**src/hdl/ldf_pkg.sv**
```systemverilog
`timescale 1ns / 1ps

package ldf_pkg;

  // Configuration port
  localparam int CFG_IDX_W  = 2;
  localparam int CFG_DATA_W = 32;
  localparam logic [CFG_IDX_W-1:0] REG_HEADER_BYTES  = 2'd0;
  localparam logic [CFG_IDX_W-1:0] REG_MAX_FRAME_LEN = 2'd1;

  // Register widths and reset values
  localparam int HB_W  = 4;
  localparam int LEN_W = 31;
  localparam logic [HB_W-1:0]  HB_RESET      = 4'd4;
  localparam logic [LEN_W-1:0] MAX_LEN_RESET = 31'd65536;

  // Supported header widths
  localparam logic [HB_W-1:0] HB_ONE   = 4'd1;
  localparam logic [HB_W-1:0] HB_TWO   = 4'd2;
  localparam logic [HB_W-1:0] HB_FOUR  = 4'd4;
  localparam logic [HB_W-1:0] HB_EIGHT = 4'd8;

  // Command queue between front and back
  localparam int QDEPTH = 8;
  localparam int QPTR_W = 3;

  typedef enum logic [1:0] {
    CMD_PASS,
    CMD_ERROR,
    CMD_REPLAY
  } cmd_kind_t;

  typedef struct packed {
    cmd_kind_t       kind;
    logic [7:0]      data;
    logic            last;
    logic [HB_W-1:0] count;
  } cmd_t;

  function automatic logic width_ok(input logic [HB_W-1:0] hb);
    return (hb == HB_ONE) || (hb == HB_TWO) || (hb == HB_FOUR) || (hb == HB_EIGHT);
  endfunction

endpackage

```
**src/hdl/ldf_if.sv**
```systemverilog
`timescale 1ns / 1ps

interface ldf_byte_if;
  logic       valid;
  logic       ready;
  logic [7:0] data_byte;

  modport source (output valid, output data_byte, input ready);
  modport sink   (input valid, input data_byte, output ready);
endinterface

interface ldf_frame_if;
  logic       valid;
  logic       ready;
  logic [7:0] out_byte;
  logic       frame_first;
  logic       frame_last;
  logic       length_error;

  modport source (output valid, output out_byte, output frame_first, output frame_last,
                  output length_error, input ready);
  modport sink   (input valid, input out_byte, input frame_first, input frame_last,
                  input length_error, output ready);
endinterface

interface ldf_cfg_if;
  logic                          valid;
  logic                          ready;
  logic [ldf_pkg::CFG_IDX_W-1:0]  index;
  logic [ldf_pkg::CFG_DATA_W-1:0] data;

  modport source (output valid, output index, output data, input ready);
  modport sink   (input valid, input index, input data, output ready);
endinterface

```
**src/hdl/length_prefix_deframer.sv**
```systemverilog
`timescale 1ns / 1ps
// Path from the transfer of a payload byte, or of the final header byte, to its first result
//   on tx: front classify into queue, back command register, output register.
// Throughput: one input byte per cycle while the queue has room, and one result per cycle
//   while tx is ready; a header replay of N bytes gives N results, overlapped with the next input.
// Reset (rst, synchronous): clears parser counts, the command queue and tx.valid;
//   header_bytes returns to 4 and max_frame_len to 65536.
module length_prefix_deframer #(
  parameter int MAX_HEADER_BYTES = 8
) (
  input  logic        clk,
  input  logic        rst,
  ldf_byte_if.sink    rx,
  ldf_frame_if.source tx,
  ldf_cfg_if.sink     cfg
);

  localparam int HDR_W = 8 * MAX_HEADER_BYTES;
  localparam int Q_W   = $bits(ldf_pkg::cmd_t) + HDR_W;

  logic [ldf_pkg::HB_W-1:0]  header_bytes;
  logic [ldf_pkg::LEN_W-1:0] max_frame_len;

  logic             f_push, q_ready, q_valid, q_pop;
  ldf_pkg::cmd_t    f_cmd, q_cmd;
  logic [HDR_W-1:0] f_hdr, q_hdr;
  logic [Q_W-1:0]   q_out;

  // Configuration registers
  assign cfg.ready = 1'b1;

  always_ff @(posedge clk) begin
    if (rst) begin
      header_bytes  <= ldf_pkg::HB_RESET;
      max_frame_len <= ldf_pkg::MAX_LEN_RESET;
    end else if (cfg.valid) begin
      if (cfg.index == ldf_pkg::REG_HEADER_BYTES) begin
        header_bytes <= cfg.data[ldf_pkg::HB_W-1:0];
      end else if (cfg.index == ldf_pkg::REG_MAX_FRAME_LEN) begin
        max_frame_len <= cfg.data[ldf_pkg::LEN_W-1:0];
      end
    end
  end

  ldf_front #(
    .MAX_HEADER_BYTES(MAX_HEADER_BYTES)
  ) u_front (
    .clk          (clk),
    .rst          (rst),
    .rx           (rx),
    .header_bytes (header_bytes),
    .max_frame_len(max_frame_len),
    .q_ready      (q_ready),
    .push         (f_push),
    .cmd          (f_cmd),
    .hdr          (f_hdr)
  );

  ldf_queue #(
    .WIDTH(Q_W)
  ) u_queue (
    .clk       (clk),
    .rst       (rst),
    .push      (f_push),
    .push_data ({f_cmd, f_hdr}),
    .push_ready(q_ready),
    .pop       (q_pop),
    .pop_valid (q_valid),
    .pop_data  (q_out)
  );

  assign q_cmd = q_out[Q_W-1 -: $bits(ldf_pkg::cmd_t)];
  assign q_hdr = q_out[HDR_W-1:0];

  ldf_back #(
    .MAX_HEADER_BYTES(MAX_HEADER_BYTES)
  ) u_back (
    .clk    (clk),
    .rst    (rst),
    .q_valid(q_valid),
    .q_cmd  (q_cmd),
    .q_hdr  (q_hdr),
    .q_pop  (q_pop),
    .tx     (tx)
  );

  // Error results carry no byte and no frame marks
  a_error_clean: assert property (@(posedge clk) disable iff (rst)
    tx.valid && tx.length_error |-> tx.out_byte == 8'd0 && !tx.frame_first && !tx.frame_last)
    else $error("error result with nonzero fields");

  // Nothing is offered in the cycle after reset
  a_reset_quiet: assert property (@(posedge clk)
    $past(rst) |-> !tx.valid)
    else $error("result offered right after reset");

  // The front never queues a command the queue cannot take
  a_no_overflow: assert property (@(posedge clk) disable iff (rst)
    f_push |-> q_ready)
    else $error("command pushed into full queue");

  // A command is only popped from a non-empty queue, while the back is idle or emits its last result
  a_pop_valid: assert property (@(posedge clk) disable iff (rst)
    q_pop |-> q_valid)
    else $error("pop from empty queue");

endmodule

```
**src/hdl/ldf_front.sv**
```systemverilog
`timescale 1ns / 1ps

module ldf_front #(
  parameter int MAX_HEADER_BYTES = 8
) (
  input  logic                          clk,
  input  logic                          rst,
  ldf_byte_if.sink                      rx,
  input  logic [ldf_pkg::HB_W-1:0]      header_bytes,
  input  logic [ldf_pkg::LEN_W-1:0]     max_frame_len,
  input  logic                          q_ready,
  output logic                          push,
  output ldf_pkg::cmd_t                 cmd,
  output logic [8*MAX_HEADER_BYTES-1:0] hdr
);

  localparam int HDR_W = 8 * MAX_HEADER_BYTES;
  localparam int CNT_W = $clog2(MAX_HEADER_BYTES + 1);

  logic [CNT_W-1:0]          header_count, header_count_next;
  logic [ldf_pkg::LEN_W-1:0] bytes_remaining, bytes_remaining_next;
  logic [HDR_W-1:0]          acc, acc_next, acc_merged;
  logic [ldf_pkg::HB_W-1:0]  hc_ext;
  logic [63:0]               len64;
  logic                      accept, head_bad, complete, len_bad;

  assign rx.ready = q_ready;
  assign accept   = rx.valid && rx.ready;

  // Drop the incoming byte into its header slot
  always_comb begin
    for (int i = 0; i < MAX_HEADER_BYTES; i++) begin
      acc_merged[8*i +: 8] = (header_count == CNT_W'(i)) ? rx.data_byte : acc[8*i +: 8];
    end
  end

  // Classify the header byte
  assign hc_ext   = ldf_pkg::HB_W'(header_count);
  assign head_bad = !ldf_pkg::width_ok(header_bytes)
                    || (header_bytes > ldf_pkg::HB_W'(MAX_HEADER_BYTES))
                    || (hc_ext >= header_bytes)
                    || (header_count >= CNT_W'(MAX_HEADER_BYTES));
  assign complete = (hc_ext + 4'd1) == header_bytes;
  assign len64    = 64'(acc_merged);
  assign len_bad  = rx.data_byte[7] || (len64 == 64'd0)
                    || (len64 > 64'(max_frame_len)) || (len64 < 64'(header_bytes));

  // Next parser state and the command to queue
  always_comb begin
    header_count_next    = header_count;
    bytes_remaining_next = bytes_remaining;
    acc_next             = acc;
    push                 = 1'b0;
    cmd.kind             = ldf_pkg::CMD_PASS;
    cmd.data             = rx.data_byte;
    cmd.last             = 1'b0;
    cmd.count            = header_bytes;
    hdr                  = acc_merged;
    if (bytes_remaining != '0) begin
      push                 = accept;
      cmd.last             = (bytes_remaining == 31'd1);
      bytes_remaining_next = bytes_remaining - 31'd1;
    end else if (head_bad) begin
      push                 = accept;
      cmd.kind             = ldf_pkg::CMD_ERROR;
      header_count_next    = '0;
      acc_next             = '0;
    end else if (complete) begin
      push                 = accept;
      header_count_next    = '0;
      acc_next             = '0;
      if (len_bad) begin
        cmd.kind = ldf_pkg::CMD_ERROR;
      end else begin
        cmd.kind             = ldf_pkg::CMD_REPLAY;
        cmd.last             = (len64 == 64'(header_bytes));
        bytes_remaining_next = len64[ldf_pkg::LEN_W-1:0] - ldf_pkg::LEN_W'(header_bytes);
      end
    end else begin
      header_count_next = header_count + CNT_W'(1);
      acc_next          = acc_merged;
    end
  end

  // Advance parser state on each transfer
  always_ff @(posedge clk) begin
    if (rst) begin
      header_count    <= '0;
      bytes_remaining <= '0;
      acc             <= '0;
    end else if (accept) begin
      header_count    <= header_count_next;
      bytes_remaining <= bytes_remaining_next;
      acc             <= acc_next;
    end
  end

endmodule

```
**src/hdl/ldf_queue.sv**
```systemverilog
`timescale 1ns / 1ps

module ldf_queue #(
  parameter int WIDTH = 16
) (
  input  logic             clk,
  input  logic             rst,
  input  logic             push,
  input  logic [WIDTH-1:0] push_data,
  output logic             push_ready,
  input  logic             pop,
  output logic             pop_valid,
  output logic [WIDTH-1:0] pop_data
);

  logic [WIDTH-1:0]          mem [ldf_pkg::QDEPTH];
  logic [ldf_pkg::QPTR_W-1:0] wr_ptr, rd_ptr;
  logic [ldf_pkg::QPTR_W:0]   count;
  logic                      do_push, do_pop;

  assign push_ready = count != (ldf_pkg::QPTR_W + 1)'(ldf_pkg::QDEPTH);
  assign pop_valid  = count != '0;
  assign pop_data   = mem[rd_ptr];
  assign do_push    = push && push_ready;
  assign do_pop     = pop && pop_valid;

  // Store entries
  always_ff @(posedge clk) begin
    if (do_push) begin
      mem[wr_ptr] <= push_data;
    end
  end

  // Move pointers and occupancy
  always_ff @(posedge clk) begin
    if (rst) begin
      wr_ptr <= '0;
      rd_ptr <= '0;
      count  <= '0;
    end else begin
      if (do_push) begin
        wr_ptr <= wr_ptr + 1'b1;
      end
      if (do_pop) begin
        rd_ptr <= rd_ptr + 1'b1;
      end
      if (do_push && !do_pop) begin
        count <= count + 1'b1;
      end else if (do_pop && !do_push) begin
        count <= count - 1'b1;
      end
    end
  end

endmodule

```
**src/hdl/ldf_back.sv**
```systemverilog
`timescale 1ns / 1ps

module ldf_back #(
  parameter int MAX_HEADER_BYTES = 8
) (
  input  logic                          clk,
  input  logic                          rst,
  input  logic                          q_valid,
  input  ldf_pkg::cmd_t                 q_cmd,
  input  logic [8*MAX_HEADER_BYTES-1:0] q_hdr,
  output logic                          q_pop,
  ldf_frame_if.source                   tx
);

  localparam int HDR_W = 8 * MAX_HEADER_BYTES;
  localparam int IDX_W = (MAX_HEADER_BYTES > 1) ? $clog2(MAX_HEADER_BYTES) : 1;

  ldf_pkg::cmd_t    cur;
  logic [HDR_W-1:0] cur_hdr;
  logic [IDX_W-1:0] idx;
  logic             busy;

  logic       load, emit, final_out;
  logic [7:0] sel_byte, o_byte;
  logic       o_first, o_last, o_err;

  assign load  = !tx.valid || tx.ready;
  assign emit  = busy && load;
  assign q_pop = q_valid && (!busy || (emit && final_out));

  // Pick the replayed header byte
  always_comb begin
    sel_byte = '0;
    for (int i = 0; i < MAX_HEADER_BYTES; i++) begin
      if (idx == IDX_W'(i)) begin
        sel_byte = cur_hdr[8*i +: 8];
      end
    end
  end

  // Form the next result from the current command
  always_comb begin
    final_out = 1'b1;
    o_byte    = '0;
    o_first   = 1'b0;
    o_last    = 1'b0;
    o_err     = 1'b0;
    unique case (cur.kind)
      ldf_pkg::CMD_PASS: begin
        o_byte = cur.data;
        o_last = cur.last;
      end
      ldf_pkg::CMD_ERROR: begin
        o_err = 1'b1;
      end
      ldf_pkg::CMD_REPLAY: begin
        final_out = (ldf_pkg::HB_W'(idx) + 4'd1) == cur.count;
        o_byte    = sel_byte;
        o_first   = (idx == '0);
        o_last    = final_out && cur.last;
      end
      default: begin
        o_err = 1'b0;
      end
    endcase
  end

  // Hold the current command and step through its results
  always_ff @(posedge clk) begin
    if (rst) begin
      busy <= 1'b0;
      idx  <= '0;
    end else if (q_pop) begin
      busy <= 1'b1;
      idx  <= '0;
    end else if (emit && final_out) begin
      busy <= 1'b0;
    end else if (emit) begin
      idx <= idx + 1'b1;
    end
  end

  always_ff @(posedge clk) begin
    if (q_pop) begin
      cur     <= q_cmd;
      cur_hdr <= q_hdr;
    end
  end

  // Output register
  always_ff @(posedge clk) begin
    if (rst) begin
      tx.valid <= 1'b0;
    end else if (load) begin
      tx.valid <= busy;
    end
  end

  always_ff @(posedge clk) begin
    if (emit) begin
      tx.out_byte     <= o_byte;
      tx.frame_first  <= o_first;
      tx.frame_last   <= o_last;
      tx.length_error <= o_err;
    end
  end

endmodule

```
**src/flat_wrapper.sv**
```systemverilog
// flat-port wrapper written by rule: the top's interface ports become plain ports
module length_prefix_deframer_flat 
#(
  parameter int MAX_HEADER_BYTES = 8
)
  (clk, rst, rx_valid, rx_data_byte, rx_ready, tx_valid, tx_out_byte, tx_frame_first, tx_frame_last, tx_length_error, tx_ready, cfg_valid, cfg_index, cfg_data, cfg_ready);
  ldf_byte_if rx_i ();
  ldf_frame_if tx_i ();
  ldf_cfg_if cfg_i ();
  input  logic clk;
  input  logic rst;
  input wire logic [$bits(rx_i.valid)-1:0] rx_valid;
  input wire logic [$bits(rx_i.data_byte)-1:0] rx_data_byte;
  output wire logic [$bits(rx_i.ready)-1:0] rx_ready;
  output wire logic [$bits(tx_i.valid)-1:0] tx_valid;
  output wire logic [$bits(tx_i.out_byte)-1:0] tx_out_byte;
  output wire logic [$bits(tx_i.frame_first)-1:0] tx_frame_first;
  output wire logic [$bits(tx_i.frame_last)-1:0] tx_frame_last;
  output wire logic [$bits(tx_i.length_error)-1:0] tx_length_error;
  input wire logic [$bits(tx_i.ready)-1:0] tx_ready;
  input wire logic [$bits(cfg_i.valid)-1:0] cfg_valid;
  input wire logic [$bits(cfg_i.index)-1:0] cfg_index;
  input wire logic [$bits(cfg_i.data)-1:0] cfg_data;
  output wire logic [$bits(cfg_i.ready)-1:0] cfg_ready;
  assign rx_i.valid = rx_valid;
  assign rx_i.data_byte = rx_data_byte;
  assign rx_ready = rx_i.ready;
  assign tx_valid = tx_i.valid;
  assign tx_out_byte = tx_i.out_byte;
  assign tx_frame_first = tx_i.frame_first;
  assign tx_frame_last = tx_i.frame_last;
  assign tx_length_error = tx_i.length_error;
  assign tx_i.ready = tx_ready;
  assign cfg_i.valid = cfg_valid;
  assign cfg_i.index = cfg_index;
  assign cfg_i.data = cfg_data;
  assign cfg_ready = cfg_i.ready;
  length_prefix_deframer #(.MAX_HEADER_BYTES(MAX_HEADER_BYTES)) u_core (.clk(clk), .rst(rst), .rx(rx_i), .tx(tx_i), .cfg(cfg_i));
endmodule
```
**config.mk**
```make
export PLATFORM = sky130hd
export DESIGN_NAME = length_prefix_deframer_flat
export DESIGN_NICKNAME = d
export VERILOG_FILES = /design/src/hdl/ldf_pkg.sv /design/src/hdl/ldf_if.sv /design/src/hdl/length_prefix_deframer.sv /design/src/hdl/ldf_front.sv /design/src/hdl/ldf_queue.sv /design/src/hdl/ldf_back.sv /design/src/flat_wrapper.sv
export SDC_FILE = /design/constraint.sdc
export NUM_CORES = 1
export LEC_CHECK = 0
export BUFFER_PORTS_ARGS = -buffer_cell sky130_fd_sc_hd__buf_2
export CAP_MARGIN = 20
export CELL_PAD_IN_SITES_DETAIL_PLACEMENT = 0
export CELL_PAD_IN_SITES_GLOBAL_PLACEMENT = 1
export CORE_AREA = 2 2 293 295
export DETAILED_ROUTE_END_ITERATION = 10
export DIE_AREA = 0 0 295 297
export GPL_ROUTABILITY_DRIVEN = 0
export MAX_ROUTING_LAYER = met4
export PLACE_DENSITY_LB_ADDON = 0.1
export SLEW_MARGIN = 25
export SYNTH_ARGS = -nofsm -noshare
export SYNTH_HDL_FRONTEND = slang
export SYNTH_HIERARCHICAL = 1
export SYNTH_SLANG_ARGS = --single-unit
```
**constraint.sdc**
```tcl
create_clock -name clk -period 18.1 [get_ports clk]
set_input_delay 0 -clock clk [delete_from_list [all_inputs] [get_ports clk]]
set_output_delay 0 -clock clk [all_outputs]
set_load 0.01 [all_outputs]
```
# Word-level counts from Yosys, hierarchy flattened
# Memory sizes are Yosys's and may differ from the RTL's. A register that Yosys moved wholly into a read port is not among the register bits.
# Index checks and enable logic that the tools add are counted.
# classes
bitwise_logic	3
order_cmp	5
n_reduce_logical	41
addsub	9
mux	45
eq_ne	28
# op_table
op	n
64-bit two-way mux	2
8-bit two-way mux	16
31-bit two-way mux	4
64-bit by 4-bit equality test with 1-bit output	1
64-bit by 31-bit greater-than comparator with 1-bit output	1
64-bit logical NOT	1
64-bit by 4-bit < comparator with 1-bit output	1
31-bit by 1-bit equality test with 1-bit output, second input constant	1
31-bit nonzero test	1
31-bit by 1-bit subtractor with 31-bit output, second input constant	1
31-bit by 4-bit subtractor with 31-bit output	1
4-bit by 3-bit equality test with 1-bit output, second input constant	5
4-bit two-way mux	4
8-bit one-hot mux with 2 select lines	1
1-bit two-way mux	13
3-bit equality test, second input constant	4
4-bit by 2-bit equality test with 1-bit output, second input constant	3
1-bit logical OR	11
3-bit by 1-bit adder with 3-bit output, second input constant	3
1-bit logical AND	9
4-bit by 1-bit adder with 4-bit output, second input constant	2
4-bit by 1-bit equality test with 1-bit output, second input constant	2
4-bit equality test	2
2-bit two-way mux	4
other kinds (24)	38
# word_totals
mem_bits_rw	632
output_inout_bits	14
n_memories	1
elab_cells	147
ff_bits	160
in_bits	47
# mem_list
name	depth	word_bits	rd	rd_ports_with_merged_regs	wr	line	rtl
u_core.u_queue.mem	8	79	1	1	1	ldf_queue.sv:16	logic [WIDTH-1:0] mem [ldf_pkg::QDEPTH];

# Depth between registers and ports, before layout
# Gate-level depths: netlist of run 1.
# depth
word_depth	15
depth_mapped	18
ltp_nobuf	16

# Modules after synthesis
# The synthesis of run 1 kept the hierarchy.
# by_module_without_submodules
mod	seq_area_each_um2	area_per_inst_um2	instances	cells_per_inst
ldf_queue	19238.5	24353.4	1	987
ldf_front	1981.9	7744.9	1	956
ldf_back	2802.7	3971.3	1	259
length_prefix_deframer	700.7	1574.0	1	153

# Worst setup path after synthesis of run 1
# OpenSTA, ideal clock, no wires.
# synth_timing
path_type	reg2reg
startpoint	register u_core.u_front.header_count[0] (netlist: u_core/u_front/hc_ext[0])
endpoint	memory u_core/u_queue/mem[0][0] in the netlist's numbering, enable pin
stages_incl_launch_ff	9
path_buffers	1
arrival_ps	9484
required_ps	17389
synth_period_minus_slack_ps	10195
setup_ps	711
slack_ps	7905
cell_sequence	dfxtp_1 > inv_1 > ha_1 > xor2_1 > or4_1 > clkbuf_1 > a21oi_1 > nand2_1 > nor4_1
# synth_between
elab_chain_len	8
elab_cells_between_ends	12
cone_classes	add/sub (1); order compare (2); eq/ne (1); mux (5); reduce/logical (3)
# synth_lines
element	line	rtl
start, declared	ldf_front.sv:20	logic [CNT_W-1:0] header_count, header_count_next;
start signal, assigned	ldf_front.sv:92	header_count <= header_count_next;
4-bit by 1-bit adder with 4-bit output / 4-bit greater-or-equal comparator (equally long branches)	ldf_front.sv:43, ldf_front.sv:41	
4-bit equality test / 1-bit logical OR (equally long branches)	ldf_front.sv:43, ldf_front.sv:41	
1-bit two-way mux / 1-bit logical OR (equally long branches)	ldf_front.sv:68, ldf_front.sv:42	
1-bit two-way mux (*)	ldf_front.sv:63	end else if (head_bad) begin
1-bit two-way mux (*)	ldf_front.sv:59	if (bytes_remaining != '0) begin
via u_core.f_push	length_prefix_deframer.sv:24	logic f_push, q_ready, q_valid, q_pop;
1-bit logical AND (*)	ldf_queue.sv:24	assign do_push = push && push_ready;
1-bit two-way mux (*)	ldf_queue.sv:29	if (do_push) begin
1-bit two-way mux (not written as such) (*)	ldf_queue.sv:30	mem[wr_ptr] <= push_data;
end, declared	ldf_queue.sv:16	
# Mark *: on every way through the listed nets, which the timed path passes. The rest lies on a longest branch.

# Final worst setup path of run 1
# layout_timing
startpoint	register u_core.u_front.header_count[0] (netlist: u_core/u_front/hc_ext[0])
endpoint	register u_core/u_front/bytes_remaining[19] in the netlist's numbering
# layout_between
elab_chain_len	8
elab_cells_between_ends	37
cone_classes	add/sub (2); order compare (4); eq/ne (10); mux (12); reduce/logical (9)
# layout_lines
element	line	rtl
4-bit logical NOT (*)	ldf_front.sv:33	acc_merged[8*i +: 8] = (header_count == CNT_W'(i)) ? rx.data_byte : acc[8*i +: 8];
8-bit two-way mux (*)	ldf_front.sv:33	
via u_core.f_hdr[4]	length_prefix_deframer.sv:26	logic [HDR_W-1:0] f_hdr, q_hdr;
parallel branches: the longest is 6 deep, another holds 64-bit by 31-bit greater-than comparator with 1-bit output	-	
end signal, assigned	ldf_front.sv:93	bytes_remaining <= bytes_remaining_next;
end, declared	ldf_front.sv:21	logic [ldf_pkg::LEN_W-1:0] bytes_remaining, bytes_remaining_next;
# Mark *: on every way through the listed nets, which the timed path passes. The select of a mux whose other input is x is not followed.
# A chain may end at the register's enable or synchronous reset.

==> results summary, run 1 <==
The worst setup path is launched from a flop. The average cell area after synthesis came out at 15.98 um2. The simple logic cell fraction of the synthesized area is 0.07316. By area, the combinational part of the netlist is dominated by multiplexers.

The portion of synthesized area spent on multiplexers is 0.1493. The startpoint identified for the worst register-to-register timing path is u_core/u_front/hc_ext[0]$_SDFFE_PP0P_. The via count is 21247. The via count of the first global-routing pass came out at 21824. For this run, design rule violations remaining after detail routing come to 0. The detail-routed net length per standard cell came out at 26.63 um. The largest individual stage delay along the critical path comes from the cell o31ai_4. Setup violations remaining at the end of the flow were counted as 0. The maximum clock skew at final layout is 0.02868 ns.

The area share of fa/ha/maj cells after synthesis came out at 0.01968. The pre-CTS worst setup slack came out at 12.66 ns. In this run the power density over the cells is 148.5 nW/um2. The share of synthesized area in the top cell type comes to 0.5759.

The worst hold-check path type is in2reg. In the post-synthesis netlist, the cell with the most instances is edfxtp_1. The buffer count from post-CTS setup fixing is 0. In the synthesized netlist the async set-or-reset flop fraction comes to 0. The flow ran to the end, and the final reports show no timing, DRC or antenna violations.

The data arrival at the endpoint of the critical path came out at 6.00 ns. After filler insertion, the fill cell instance count of the layout stands at 7050. The mapped netlist covers 37640 um2. The die covers 87620 um2. The instance count of the mapped netlist is 2355. The library cell occupying the most area in the post-synthesis netlist is edfxtp_1. The delay of the slowest cell on the worst path is 0.76 ns. The number of rows in the core area came out at 107. The number of top-level pins is 61. The first TritonRoute pass finished after 7 iterations. The post-placement cell area came out at 38880 um2.

Clock tree synthesis selected as its root buffer the cell clkbuf_16. The peak supply drop came out at 0.0001083 V. The highest fanout seen on the critical path came out at 16. For this run, the leading register cell type out of synthesis is edfxtp_1.

The average via count per standard cell is 5.739. The violation count after the first detailed-routing iteration is 1642. For this run, the number of Yosys warnings is 6. In this run the most critical hold path is launched from cfg_valid. The complex-gate fraction of the synthesized area was 0.06192. The clock net in this run drives a total of 874 sinks.

The setup slack after layout came out at 12.62 ns. In this run the tightest slew margin relative to its limit is 0.2939. The routed design could run at a clock period as short as 5.483 ns. The fraction of final layout cells with drive strength greater than 1 came out at 0.2369. The signal on the critical path passes through inv_1 > ha_1 > or3b_1 > a21oi_1 > inv_1 > ha_1 > nand2_1 > or4b_2 > nor4_1 > nand2_1 > o221a_2 > o31ai_4 > nand2_1 > o41ai_1.

Ranked by total cell area, the synthesized netlist is headed by edfxtp_1 (58%), mux4_2 (9.5%), dfxtp_1 (8.1%), mux2_2 (3.8%), ha_1 (1.9%). The number of buffers created by CTS came out at 93. The initial antenna violation count came out at 1. The core box area is 84480 um2. The floorplan die height is 297 um. The type of the setup path with the least slack is reg2reg. The number of endpoints with negative hold slack in the final report came out at 0.

Yosys mapped the design onto 91 distinct sky130hd cell types. The antenna diode count is 0. The global-route wire length before repair is 145.3 mm.

The deepest level of the CTS H-tree came out at 3. The post-synthesis sequential area ratio is 0.6568. Counting flops and latches in the post-synthesis netlist gives 874. The total overflow left after global routing is 0.

At the end of the flow, the number of nets in the layout was 2582. The count of max-cap constraint violations is 0. The longest clock path from root to sink contains 3 buffers. The count of buffers from port buffering is 58.

After clock tree synthesis, the clock-pin slew on the worst setup and hold paths is 0.06 ns. The fraction of the cycle the final worst path needs came out at 0.3029. The maximum number of pins on one net before global-route repair is 83. The cell that appears most often on the critical path is nand2_1.

The leakage power came out at 14.52 nW. The cell area after layout came out at 42820 um2. The global-route usage over all layers is 0.2334. The width of the die came out at 295 um.

The required time of the critical path came out at 18.62 ns. The final setup TNS is 0 ns. Once detailed placement completed, the half-perimeter wirelength came to 58.91 mm.

The maximum operating frequency came out at 0.1824 GHz. The buffers plus inverters on the worst setup path is 2. The number of flops mapped to enable cells by yosys is 722. The synthesis-to-layout area growth came out at 13.76%. In this run, post-CTS repair resized a total of 0 instances.

TritonCTS built the clock tree. Ranked by instance count, the synthesized netlist is headed by edfxtp_1 (722), mux4_2 (158), nor2_1 (156). The most critical setup path has its startpoint at u_core/u_front/hc_ext[0]$_SDFFE_PP0P_. The latest clock arrival within the worst-skew pair came out at 0.66 ns.

The slew at the pin with the worst max-slew slack is 1.059 ns. The xor/xnor cell area share of the yosys netlist came out at 0.009772. The worst setup path is captured at a flop. The initial cell density of the core is 0.4456. The family with the most delay on the worst path is compound AO/OA/AOI/OAI gates. The routed design has 98.57 mm of wire. Once detail routing completed, the nets flagged for antenna violations numbered 0. The number of pins exceeding their max-slew limit in the final report came out at 0.

Setup repair after global routing left no endpoint under its margin. The synthesized net count came out at 2460.
stage by stage:
stage	std cells	utilization	total power, mW	hold WS (ns)
2_1_floorplan	2355	-	3.980	0.07238
3_3_place_gp	3444	0.4602	4.471	0.2641
3_5_place_dp	3444	0.4602	4.498	0.2687
4_1_cts	3701	0.5066	6.423	0.03488
5_1_grt	3702	0.5069	6.647	0.02395
6_report	3702	0.5069	6.358	0.02823
power breakdown:
part,total [mW],switching (mW),internal (mW)
clock network,1.90,0.797,1.10
logic,1.66,0.990,0.667
registers,2.81,0.219,2.59
total,6.36,2.01,4.35
per-layer routing:
layer	vias up	track usage	part of all wire
met5	-	-	0
met4	0	0.06924	0.027
met3	140	0.02413	0.040
met2	505	0.3956	0.51
met1	11124	0.2974	0.42
li1	9478	-	-
cell usage in the layout (no fill, tap or decap), drive strengths merged, types with 13 or more instances in the layout:
master / n
edfxtp: 722
nor2: 159
mux4: 158
dfxtp: 152
mux2: 127
clkbuf: 125
buf: 98
nand2: 82
dlygate4sd3: 81
a22oi: 73
nand2b: 72
a21oi: 67
mux2i: 63
inv: 62
ha: 56
clkinv: 36
o21ai: 35
nor3: 34
nand3: 27
xnor2: 25
a211oi: 22
nor4: 21
nor2b: 19
xor2: 17
or4: 17
nand4: 15
o41ai: 15
and3: 13
kinds of logic after synthesis:
kind of cell / after synthesis
flip-flops: 874
AND/OR/NAND/NOR: 521
multiplexers: 348
AO/OA/AOI/OAI: 299
buffers and inverters: 212
adder cells (fa/ha/maj): 58
XOR/XNOR: 42
other: 1
path summary, 6_finish.rpt:
check / to / slack (ns) / depth (start not counted)
max: u_core/u_front/bytes_remaining[19]$_SDFFE_PP0P_ / 12.62 / 14
min reg2reg: u_core/u_front/bytes_remaining[24]$_SDFFE_PP0P_ / 0.46 / 2
min: u_core/header_bytes[1]$_SDFFE_PP0P_ / 0.03 / 3
max reg2reg: u_core/u_front/bytes_remaining[19]$_SDFFE_PP0P_ / 12.62 / 14
flip-flops by register name (all words and copies together) (netlist names), named ones only:
name,flops
u_core/u_back/tx.frame_last,1
u_core/u_back/tx.length_error,1
u_core/u_back/tx.valid,1
u_core/u_back/tx.out_byte,8
u_core/u_back/cur,15
u_core/u_front/hc_ext,4
u_core/u_queue/wr_ptr,3
u_core/header_bytes,4
u_core/u_back/tx.frame_first,1
u_core/u_back/cur_hdr,64
u_core/u_back/busy,1
u_core/u_queue/count,4
u_core/max_frame_len,31
u_core/u_front/acc,64
u_core/u_back/idx,3
u_core/u_queue/mem,632
u_core/u_queue/rd_ptr,3
u_core/u_front/bytes_remaining,31
area by class of cell:
class / instances / area [um2] / share of cell area
Sequential cell: 874 / 24740 / 0.5776
Multi-Input combinational cell: 1269 / 11900 / 0.2779
Clock buffer: 125 / 2549 / 0.05952
Tap cell: 1144 / 1431 / 0.03343
Timing Repair Buffer: 179 / 1424 / 0.03325
Clock inverter: 51 / 555.5 / 0.01297
Inverter: 60 / 226.5 / 0.005289
what timing repair did:
| item | CTS | global route |
|---|---|---|
| endpoints found under the hold margin | 112 | 0 |
| endpoints found under the setup margin | 0 | 0 |
| hold buffers | 81 | 0 |
tightest hold or removal path, cell delays in order:
cell and delay, ns:
buf_2 0.10, or3b_1 0.39, mux2i_1 0.12
(Power assumes the default switching activity.)
==> inputs of run 2 (changes only) <==
--- a/config.mk
+++ b/config.mk
@@ -5,13 +5,14 @@
 export SDC_FILE = /design/constraint.sdc
 export NUM_CORES = 1
 export LEC_CHECK = 0
+export ABC_AREA = 1
 export BUFFER_PORTS_ARGS = -buffer_cell sky130_fd_sc_hd__buf_2
 export CAP_MARGIN = 20
 export CELL_PAD_IN_SITES_DETAIL_PLACEMENT = 0
 export CELL_PAD_IN_SITES_GLOBAL_PLACEMENT = 1
-export CORE_AREA = 2 2 293 295
+export CORE_AREA = 2 2 299 301
 export DETAILED_ROUTE_END_ITERATION = 10
-export DIE_AREA = 0 0 295 297
+export DIE_AREA = 0 0 301 303
 export GPL_ROUTABILITY_DRIVEN = 0
 export MAX_ROUTING_LAYER = met4
 export PLACE_DENSITY_LB_ADDON = 0.1
==> constraint.sdc (replaced) <==
create_clock -name clk -period 4.9 [get_ports clk]
set_input_delay 0 -clock clk [delete_from_list [all_inputs] [get_ports clk]]
set_output_delay 0 -clock clk [all_outputs]
set_load 0.01 [all_outputs]
==> run 2 against run 1 <==
Compared with the run above: sequential cell count is the same; via count rose by 30%; clock power rose to 3.9 times the previous value; critical endpoint is now u_core/u_queue/mem[0][62]$_DFFE_PP_.
==> results summary, run 2 <==
The fraction of final layout cells with drive strength greater than 1 is 0.08018 (-0.1567). The worst max-slew margin expressed relative to the limit came to 0.2598 (-0.03413). The length of the first detailed-routing pass in iterations came out at 6 (-1).

The type of the setup path with the least slack is reg2reg. The count of synthesis-stage warnings from yosys came out at 6 (unchanged). The number of nets still failing antenna checks after routing was 0 (unchanged). The worst hold-check path type is in2reg. The average via count per standard cell is 5.121 (-11%). The library cell occupying the most area in the post-synthesis netlist is edfxtp_1. The number of buffers between clock root and the deepest sink came out at 3 (unchanged).

The end-of-flow core utilization came to 0.5049 (-0.002037). More flip-flops sit in one register than any other, and that register is u_core/u_queue/mem. The number of failing setup endpoints in the final timing report came out at 0 (unchanged).

The final net count came out at 4252 (+65%). The minimum clock period after layout is 4.431 ns (-1.052 ns). The maximum operating frequency came out at 0.2257 GHz (+24%). The global-route usage over all layers came out at 0.2459 (+0.01247). The via count of the first global-routing pass was 26073 (+19%).

The deepest level of the CTS H-tree came out at 3 (unchanged). The clock edge transition at the registers on the reported setup and hold paths is 0.06 ns (about the same). The highest fanout seen on the critical path was 10 (-6).

The required time of the critical path was 5.25 ns (-13.37 ns). TritonCTS built the clock tree. The proportion of netlist area held by the largest area contributor was 0.5531 (-0.02289).

The number of rows in the core area is 109 (+1.9%). The maximum clock skew at final layout came to 0.02642 ns (-0.002259 ns). The fraction of the cycle the final worst path needs came out at 0.9042 (+0.6013). Leaving out fill and tap cells, the most frequent cells in the layout are nand2_1 (927), nor2_1 (744), edfxtp_1 (722). The instance count of the mapped netlist is 4074 (+73%). The global-route wire length before repair is 161.5 mm (+11%).

Setup repair after global routing left no endpoint under its margin. By area the synthesized netlist is led by edfxtp_1 (55%), nand2_1 (8.9%), dfxtp_1 (7.8%), nor2_1 (7.2%), o21ai_1 (3.4%). The data arrival at the endpoint of the critical path is 4.78 ns (-1.22 ns). The most common library cell in the layout ignoring fill and taps is nand2_1.

The clock sink total is 874 (unchanged). The post-synthesis sequential area ratio is 0.6307 (-0.02610). The power density over the cells came out at 495.5 nW/um2 (+230%). The number of flip-flops under the largest register name came out at 632 (unchanged). The most common cell in the synthesized netlist is nand2_1.

The floorplan die height came to 303 um (+2.0%). STA classifies the critical path startpoint as a flop. The slew at the pin with the worst max-slew slack came to 1.110 ns (+0.05119 ns).

The post-synthesis cell type count was 52 (-43%). The detail-routed net length per standard cell came to 20.06 um (-25%). The flow ran to the end, and the final reports show no timing, DRC or antenna violations. The total length of routed wires is 108.3 mm (+9.8%).

The final worst hold slack is 0.09784 ns (+0.06961 ns). The number of flops mapped to enable cells by yosys was 722 (unchanged). The leakage power is 17.69 nW (+22%). The buffer count from post-CTS setup fixing is 0 (unchanged). The via count came to 27645 (+30%). The number of fillers in the final layout was 8164 (+16%). The commonest cells after synthesis are nand2_1 (927), nor2_1 (752), edfxtp_1 (722). The count of buffers from port buffering was 58 (unchanged). From synthesis to final layout, the design area changed by 13.29%.

STA classifies the critical path endpoint as a flop. The latest clock arrival within the worst-skew pair is 0.67 ns (about the same). The violation count after the first detailed-routing iteration came out at 2283 (+39%). The initial antenna violation count is 6 (+5). The synthesized net count is 4179 (+70%). The final setup TNS came out at 0 ns (unchanged). The number of endpoints with negative hold slack in the final report came out at 0 (unchanged).

The peak supply drop came to 0.0006371 V (+490%). The count of max-cap constraint violations is 0 (unchanged). The core box area came out at 87970 um2 (+4.1%). The cell area after synthesis is 39200 um2 (+4.1%). The half-perimeter wire length after placement came out at 64.90 mm (+10%). CTS placed an instance of clkbuf_16 at the clock tree root. The DRC violation count after routing came out at 0 (unchanged). The number of top-level pins is 61 (unchanged). The number of buffers created by CTS came out at 97 (+4.3%).

In the final layout, the registers with the most flip-flops are u_core/u_queue/mem: 632 flops, u_core/u_back/cur_hdr: 64 flops, u_core/u_front/acc: 64 flops. The width of the die was 301 um (+2.0%). The maximum number of pins on one net before global-route repair came out at 206 (+150%). The proportion of register bits with asynchronous set or reset after synthesis is 0 (unchanged).

The predominant post-synthesis flop cell is edfxtp_1. The area of the die was 91200 um2 (+4.1%). The synthesis-stage register bit count is 874 (unchanged). The number of pins exceeding their max-slew limit in the final report is 0 (unchanged). The initial cell density of the core came to 0.4456 (about the same). The average cell area after synthesis came out at 9.622 um2 (-40%). The total congestion overflow was 0 (unchanged).
==> run 2: cells by family (layout without fill, tap and decap cells) <==
logic type	after synthesis	in the layout	synth area share
xor+xnor	40	40	0.008937
flops	874	874	0.6307
buf+inv	531	685	0.06131
other cells	1	6	0.00009566
compound gates	675	675	0.08720
fa+ha+maj	58	58	0.01890
simple gates	1895	1895	0.1929
==> run 2: routing by layer <==
metal / GRT usage / up-vias / wire length (um)
li1: - / 13664 / -
met1: 0.3361 / 13179 / 50050
met2: 0.3807 / 623 / 49080
met3: 0.03602 / 179 / 5883
met4: 0.07557 / 0 / 3251
met5: - / - / 0
==> run 2: layout make-up <==
class                      count  area [um2]  share of cell area
multi-input combinational   2669       12140              0.2734
timing repair buffer         183        1599             0.03601
clock buffer                 128        2688             0.06052
sequential                   874       24740              0.5570
tap                         1165        1458             0.03282
inverter                     322        1225             0.02758
clock inverter                52       553.0             0.01245
antenna                        5       12.51           0.0002817
==> run 2: repair_timing <==
item | 4_1_cts | 5_1_grt
resized for setup | 0 | 0
hold endpoints to repair | 146 | 0
hold buffers | 47 | 0
setup endpoints to repair | 0 | 0
==> run 2: power breakdown <==
part           total, mW  switching (mW)  internal [mW]
clock               7.33            2.95           4.38
combinational       5.05            3.54           1.51
sequential          9.62           0.417           9.20
total               22.0            6.91           15.1
==> run 2: final timing paths <==
path / from / slack, ns / cells past startpoint / end
max: u_core/u_front/hc_ext[1]$_SDFFE_PP0P_ / 0.47 / 12 / u_core/u_queue/mem[0][62]$_DFFE_PP_
max reg2reg: u_core/u_front/hc_ext[1]$_SDFFE_PP0P_ / 0.47 / 12 / u_core/u_queue/mem[0][62]$_DFFE_PP_
min: cfg_data[21] / 0.1 / 4 / u_core/max_frame_len[21]$_SDFFE_PP0P_
min reg2reg: u_core/u_front/acc[58]$_SDFFE_PP0P_ / 0.46 / 2 / u_core/u_front/acc[58]$_SDFFE_PP0P_
==> run 2: worst max-delay path: stages, from the launching register on <==
cell and delay, ns:
dfxtp_1 0.44, ha_1 0.42, or2_1 0.15, nand2_1 0.09, xor2_1 0.16, a211oi_1 0.24
nand2_1 0.24, a31oi_1 0.82, nand2_1 0.24, inv_1 0.17, nand2_1 0.24, nor2_4 0.59
buf_4 0.31
==> run 2: per-stage QoR <==
stage          instances  area, um2  total power, mW  setup WS [ns]
4_1_cts             5393      44400            22.26         0.6414
5_1_grt             5395      44400            23.28         0.1785
2_1_floorplan       4074      39210            13.26        -0.9217
3_3_place_gp        5166      40690            14.83         0.7172
3_5_place_dp        5166      40690            14.86         0.6647
6_report            5398      44410            22.01         0.4693
==> inputs of run 3 (changes only) <==
==> constraint.sdc (replaced) <==
create_clock -name clk -period 4.67 [get_ports clk]
set_input_delay 0 -clock clk [delete_from_list [all_inputs] [get_ports clk]]
set_output_delay 0 -clock clk [all_outputs]
set_load 0.01 [all_outputs]
==> run 3 against run 2 <==
Compared with the run above: the run now ends with antenna violations left; die area unchanged; clock power about the same; first-iteration DRC count up 1.3%; final area down 0.21%; utilization down 0.11 points; register-to-register slack about the same; via count up 0.56%; setup slack worse by 0.00074 ns; total power up 3.4%; critical path depth up 7; global-route usage about the same.
==> results summary, run 3 (synthesized netlist as in run 2, its figures left out) <==
The data arrival at the endpoint of the critical path is 4.51 ns (-0.27 ns). The hold-critical path depth is 5 (+1). The initial antenna violation count is 7 (+1).

The maximum operating frequency is 0.2380 GHz (+5.5%). The number of flip-flops under the largest register name came out at 632 (unchanged). The deepest level of the CTS H-tree is 3 (unchanged). The startpoint of the lowest-slack register-to-register path is u_core/u_front/hc_ext[0]$_SDFFE_PP0P_. The slew at the pin with the worst max-slew slack came out at 1.012 ns (-0.09805 ns).

The highest fanout seen on the critical path is 11 (+1). The number of buffers between clock root and the deepest sink came out at 3 (unchanged). The combinational power share came out at 0.233 (+0.003). The largest registers in the layout are u_core/u_queue/mem: 632 flops, u_core/u_back/cur_hdr: 64 flops, u_core/u_front/acc: 64 flops. The power density over the cells is 513.3 nW/um2 (+3.6%).

The relative contribution of sequential cells to total power is 0.446 (+0.009). The average via count per standard cell was 5.139 (+0.35%). The count of non-filler cells in the finished layout came to 5409 (+0.20%). The global-route usage over all layers came out at 0.2457 (about the same). The internal power component is 15.50 mW (+2.7%). The total congestion overflow came to 0 (unchanged). The via count of the first global-routing pass was 25923 (-0.58%). The number of top-level pins came out at 61 (unchanged). The synthesis-to-layout area growth is 13.05%. The area of the die came out at 91200 um2 (unchanged). The required time of the critical path came out at 4.97 ns (-0.28 ns).

The width of the die came out at 301 um (unchanged). The global-route wire length before repair is 161.8 mm (+0.24%). In the layout the commonest cells are nand2_1 (927), nor2_1 (744), edfxtp_1 (722).

The initial cell density of the core came out at 0.4456 (unchanged). The type of the setup path with the least slack is reg2reg. Setup repair after global routing left no endpoint under its margin. The switching share of power came out at 0.3187 (+0.004633).

The latest clock arrival within the worst-skew pair is 0.67 ns (about the same). The final reports fail on antenna violations. The flop-to-flop setup slack came out at 0.47 ns (about the same). For hold timing, the worst endpoint is u_core/u_front/hc_ext[2]$_SDFFE_PP0P_.

The detail-routed net length per standard cell came out at 20.13 um (+0.36%). The root buffer cell chosen for the clock tree is clkbuf_16. The DRC violation count after routing came to 0 (unchanged).

The switching power is 7.249 mW (+4.9%). The core box area is 87970 um2 (unchanged). The kind of end point of the critical path is a flop. The count of max-cap constraint violations came out at 0 (unchanged). The number of fillers in the final layout came out at 8128 (-0.44%). The multi-input combinational cell area was 12140 um2 (unchanged). The register area is 24740 um2 (unchanged).

The floorplan die height came out at 303 um (unchanged). The clock edge transition at the registers on the reported setup and hold paths came out at 0.06 ns (about the same). The minimum clock period after layout came to 4.201 ns (-0.2293 ns). The worst max-slew margin expressed relative to the limit came out at 0.3252 (+0.06537).

The peak supply drop is 0.0007577 V (+19%). The number of endpoints with negative hold slack in the final report came out at 0 (unchanged). The leakage power is 17.66 nW (-0.16%). The number of rows in the core area was 109 (unchanged). The number of nets still failing antenna checks after routing came out at 1 (+1). The total length of routed wires was 108.9 mm (+0.57%). The number of failing setup endpoints in the final timing report came to 0 (unchanged). The length of the first detailed-routing pass in iterations is 6 (unchanged). The number of buffers created by CTS is 94 (-3.1%). The violation count after the first detailed-routing iteration came out at 2312 (+1.3%). The via count is 27799 (+0.56%). The number of pins exceeding their max-slew limit in the final report is 0 (unchanged). The maximum number of pins on one net before global-route repair is 149 (-28%). The fraction of the cycle the final worst path needs came out at 0.8997 (-0.004558). The final setup TNS came out at 0 ns (unchanged).

The kind of launch point of the worst setup path is a flop. The startpoint identified for the worst hold timing path is rx_valid. In this run the critical register-to-register path is captured at u_core/u_queue/mem[3][77]$_DFFE_PP_.

The count of buffers from port buffering came to 58 (unchanged). The CTS tree is done. The fraction of final layout cells with drive strength greater than 1 is 0.08241 (+0.002229). The logic depth of the worst register-to-register path is 19 (+7).

The library cell used most frequently in the layout, excluding fill and tap cells, is nand2_1. The maximum clock skew at final layout came out at 0.03805 ns (+0.01163 ns). The worst hold-check path type is in2reg. The number of instances in the placed design came out at 5175 (+0.17%).

The flow ran to the end, but the final reports show violations. The clock sink total came out at 874 (unchanged). The clock group share of total power is 0.322 (-0.011). The register containing the most flip-flops in the final layout is u_core/u_queue/mem. The half-perimeter wire length after placement came to 65.21 mm (+0.46%). The final net count is 4260 (+0.19%).
==> run 3: changes by cell type in the layout (fill, tap and decap cells not counted), sizes merged <==
cell / previous run / this run
buf: 136 / 145
clkbuf: 128 / 120
clkinv: 36 / 41
diode: 5 / 9
bufinv: 10 / 7
dlygate4sd3: 47 / 49
clkinvlp: 5 / 6
inv: 323 / 324
==> run 3: power groups by stage <==
| stage | combinational [mW] | sequential, mW | clock [mW] |
|---|---|---|---|
| after floorplan | 3.78 | 10.1 | 0 |
| after global placement | 5.28 | 10.3 | 0 |
| after detailed placement | 5.30 | 10.3 | 0 |
| after CTS | 5.35 | 10.1 | 7.47 |
| after global routing | 5.99 | 10.2 | 7.82 |
| final | 5.29 | 10.1 | 7.32 |
==> run 3: layout make-up <==
type | count | share of cell area
Multi-Input combinational cell | 2669 | 0.2740
Tap cell | 1165 | 0.03289
Clock buffer | 120 | 0.05782
Clock inverter | 56 | 0.01095
Inverter | 322 | 0.02767
Sequential cell | 874 | 0.5581
Timing Repair Buffer | 194 | 0.03806
Antenna cell | 9 | 0.0005082
==> run 3: how the worst max path moves through the flow <==
stage / start / endpoint / slack (ns) / cells past startpoint
detailed placement: u_core/u_front/hc_ext[1]$_SDFFE_PP0P_ / u_core/u_queue/mem[1][77]$_DFFE_PP_ / 0.61 / 19
finish: u_core/u_front/hc_ext[0]$_SDFFE_PP0P_ / u_core/u_queue/mem[3][77]$_DFFE_PP_ / 0.47 / 19
global placement: u_core/u_front/hc_ext[0]$_SDFFE_PP0P_ / u_core/u_queue/mem[0][77]$_DFFE_PP_ / 0.70 / 19
CTS: u_core/u_front/hc_ext[0]$_SDFFE_PP0P_ / u_core/u_queue/mem[3][77]$_DFFE_PP_ / 0.56 / 19
floorplan: u_core/u_front/bytes_remaining[0]$_SDFFE_PP0P_ / u_core/u_queue/mem[0][0]$_DFFE_PP_ / -1.15 / 15
global route: u_core/u_front/hc_ext[0]$_SDFFE_PP0P_ / u_core/u_queue/mem[3][77]$_DFFE_PP_ / 0.24 / 19
==> run 3: stage by stage <==
step	utilization	instance area, um2	power, mW	hold slack, ns	worst slack [ns]
finish	0.5038	44320	22.75	0.05602	0.4686
CTS	0.5035	44300	22.97	0.01454	0.5628
global placement	0.4633	40760	15.56	0.2258	0.6959
floorplan	-	39210	13.91	0.06244	-1.152
global route	0.5036	44300	24.03	0.09176	0.2394
detailed placement	0.4633	40760	15.60	0.2304	0.6079
==> run 3: worst max-delay path, cell delays in order, from the launching register on <==
cell	delay [ns]
dfxtp_1	0.37
inv_1	0.12
ha_1	0.23
nand2_1	0.29
nand2_1	0.09
o21ai_1	0.13
ha_1	0.22
inv_1	0.06
fa_1	0.40
inv_1	0.07
nor2_1	0.05
nor2_1	0.08
nand3_1	0.10
nor2_2	0.18
nand2_1	0.15
nand2_1	0.10
nand3_1	0.09
nand3_2	0.14
nand2_4	0.13
o22ai_1	0.82
==> run 3: routing by layer <==
metal	track usage	vias up	part of all wire
li1	-	13693	-
met3	0.02700	132	0.054
met4	0.06053	0	0.019
met1	0.3452	13324	0.47
met2	0.3831	650	0.46
met5	-	-	0
==> run 3: what timing repair did <==
action                                 CTS  global route
hold buffers                            49             0
gates resized for setup                  0             0
endpoints found under the hold margin  128             0
buffers inserted                         0             0
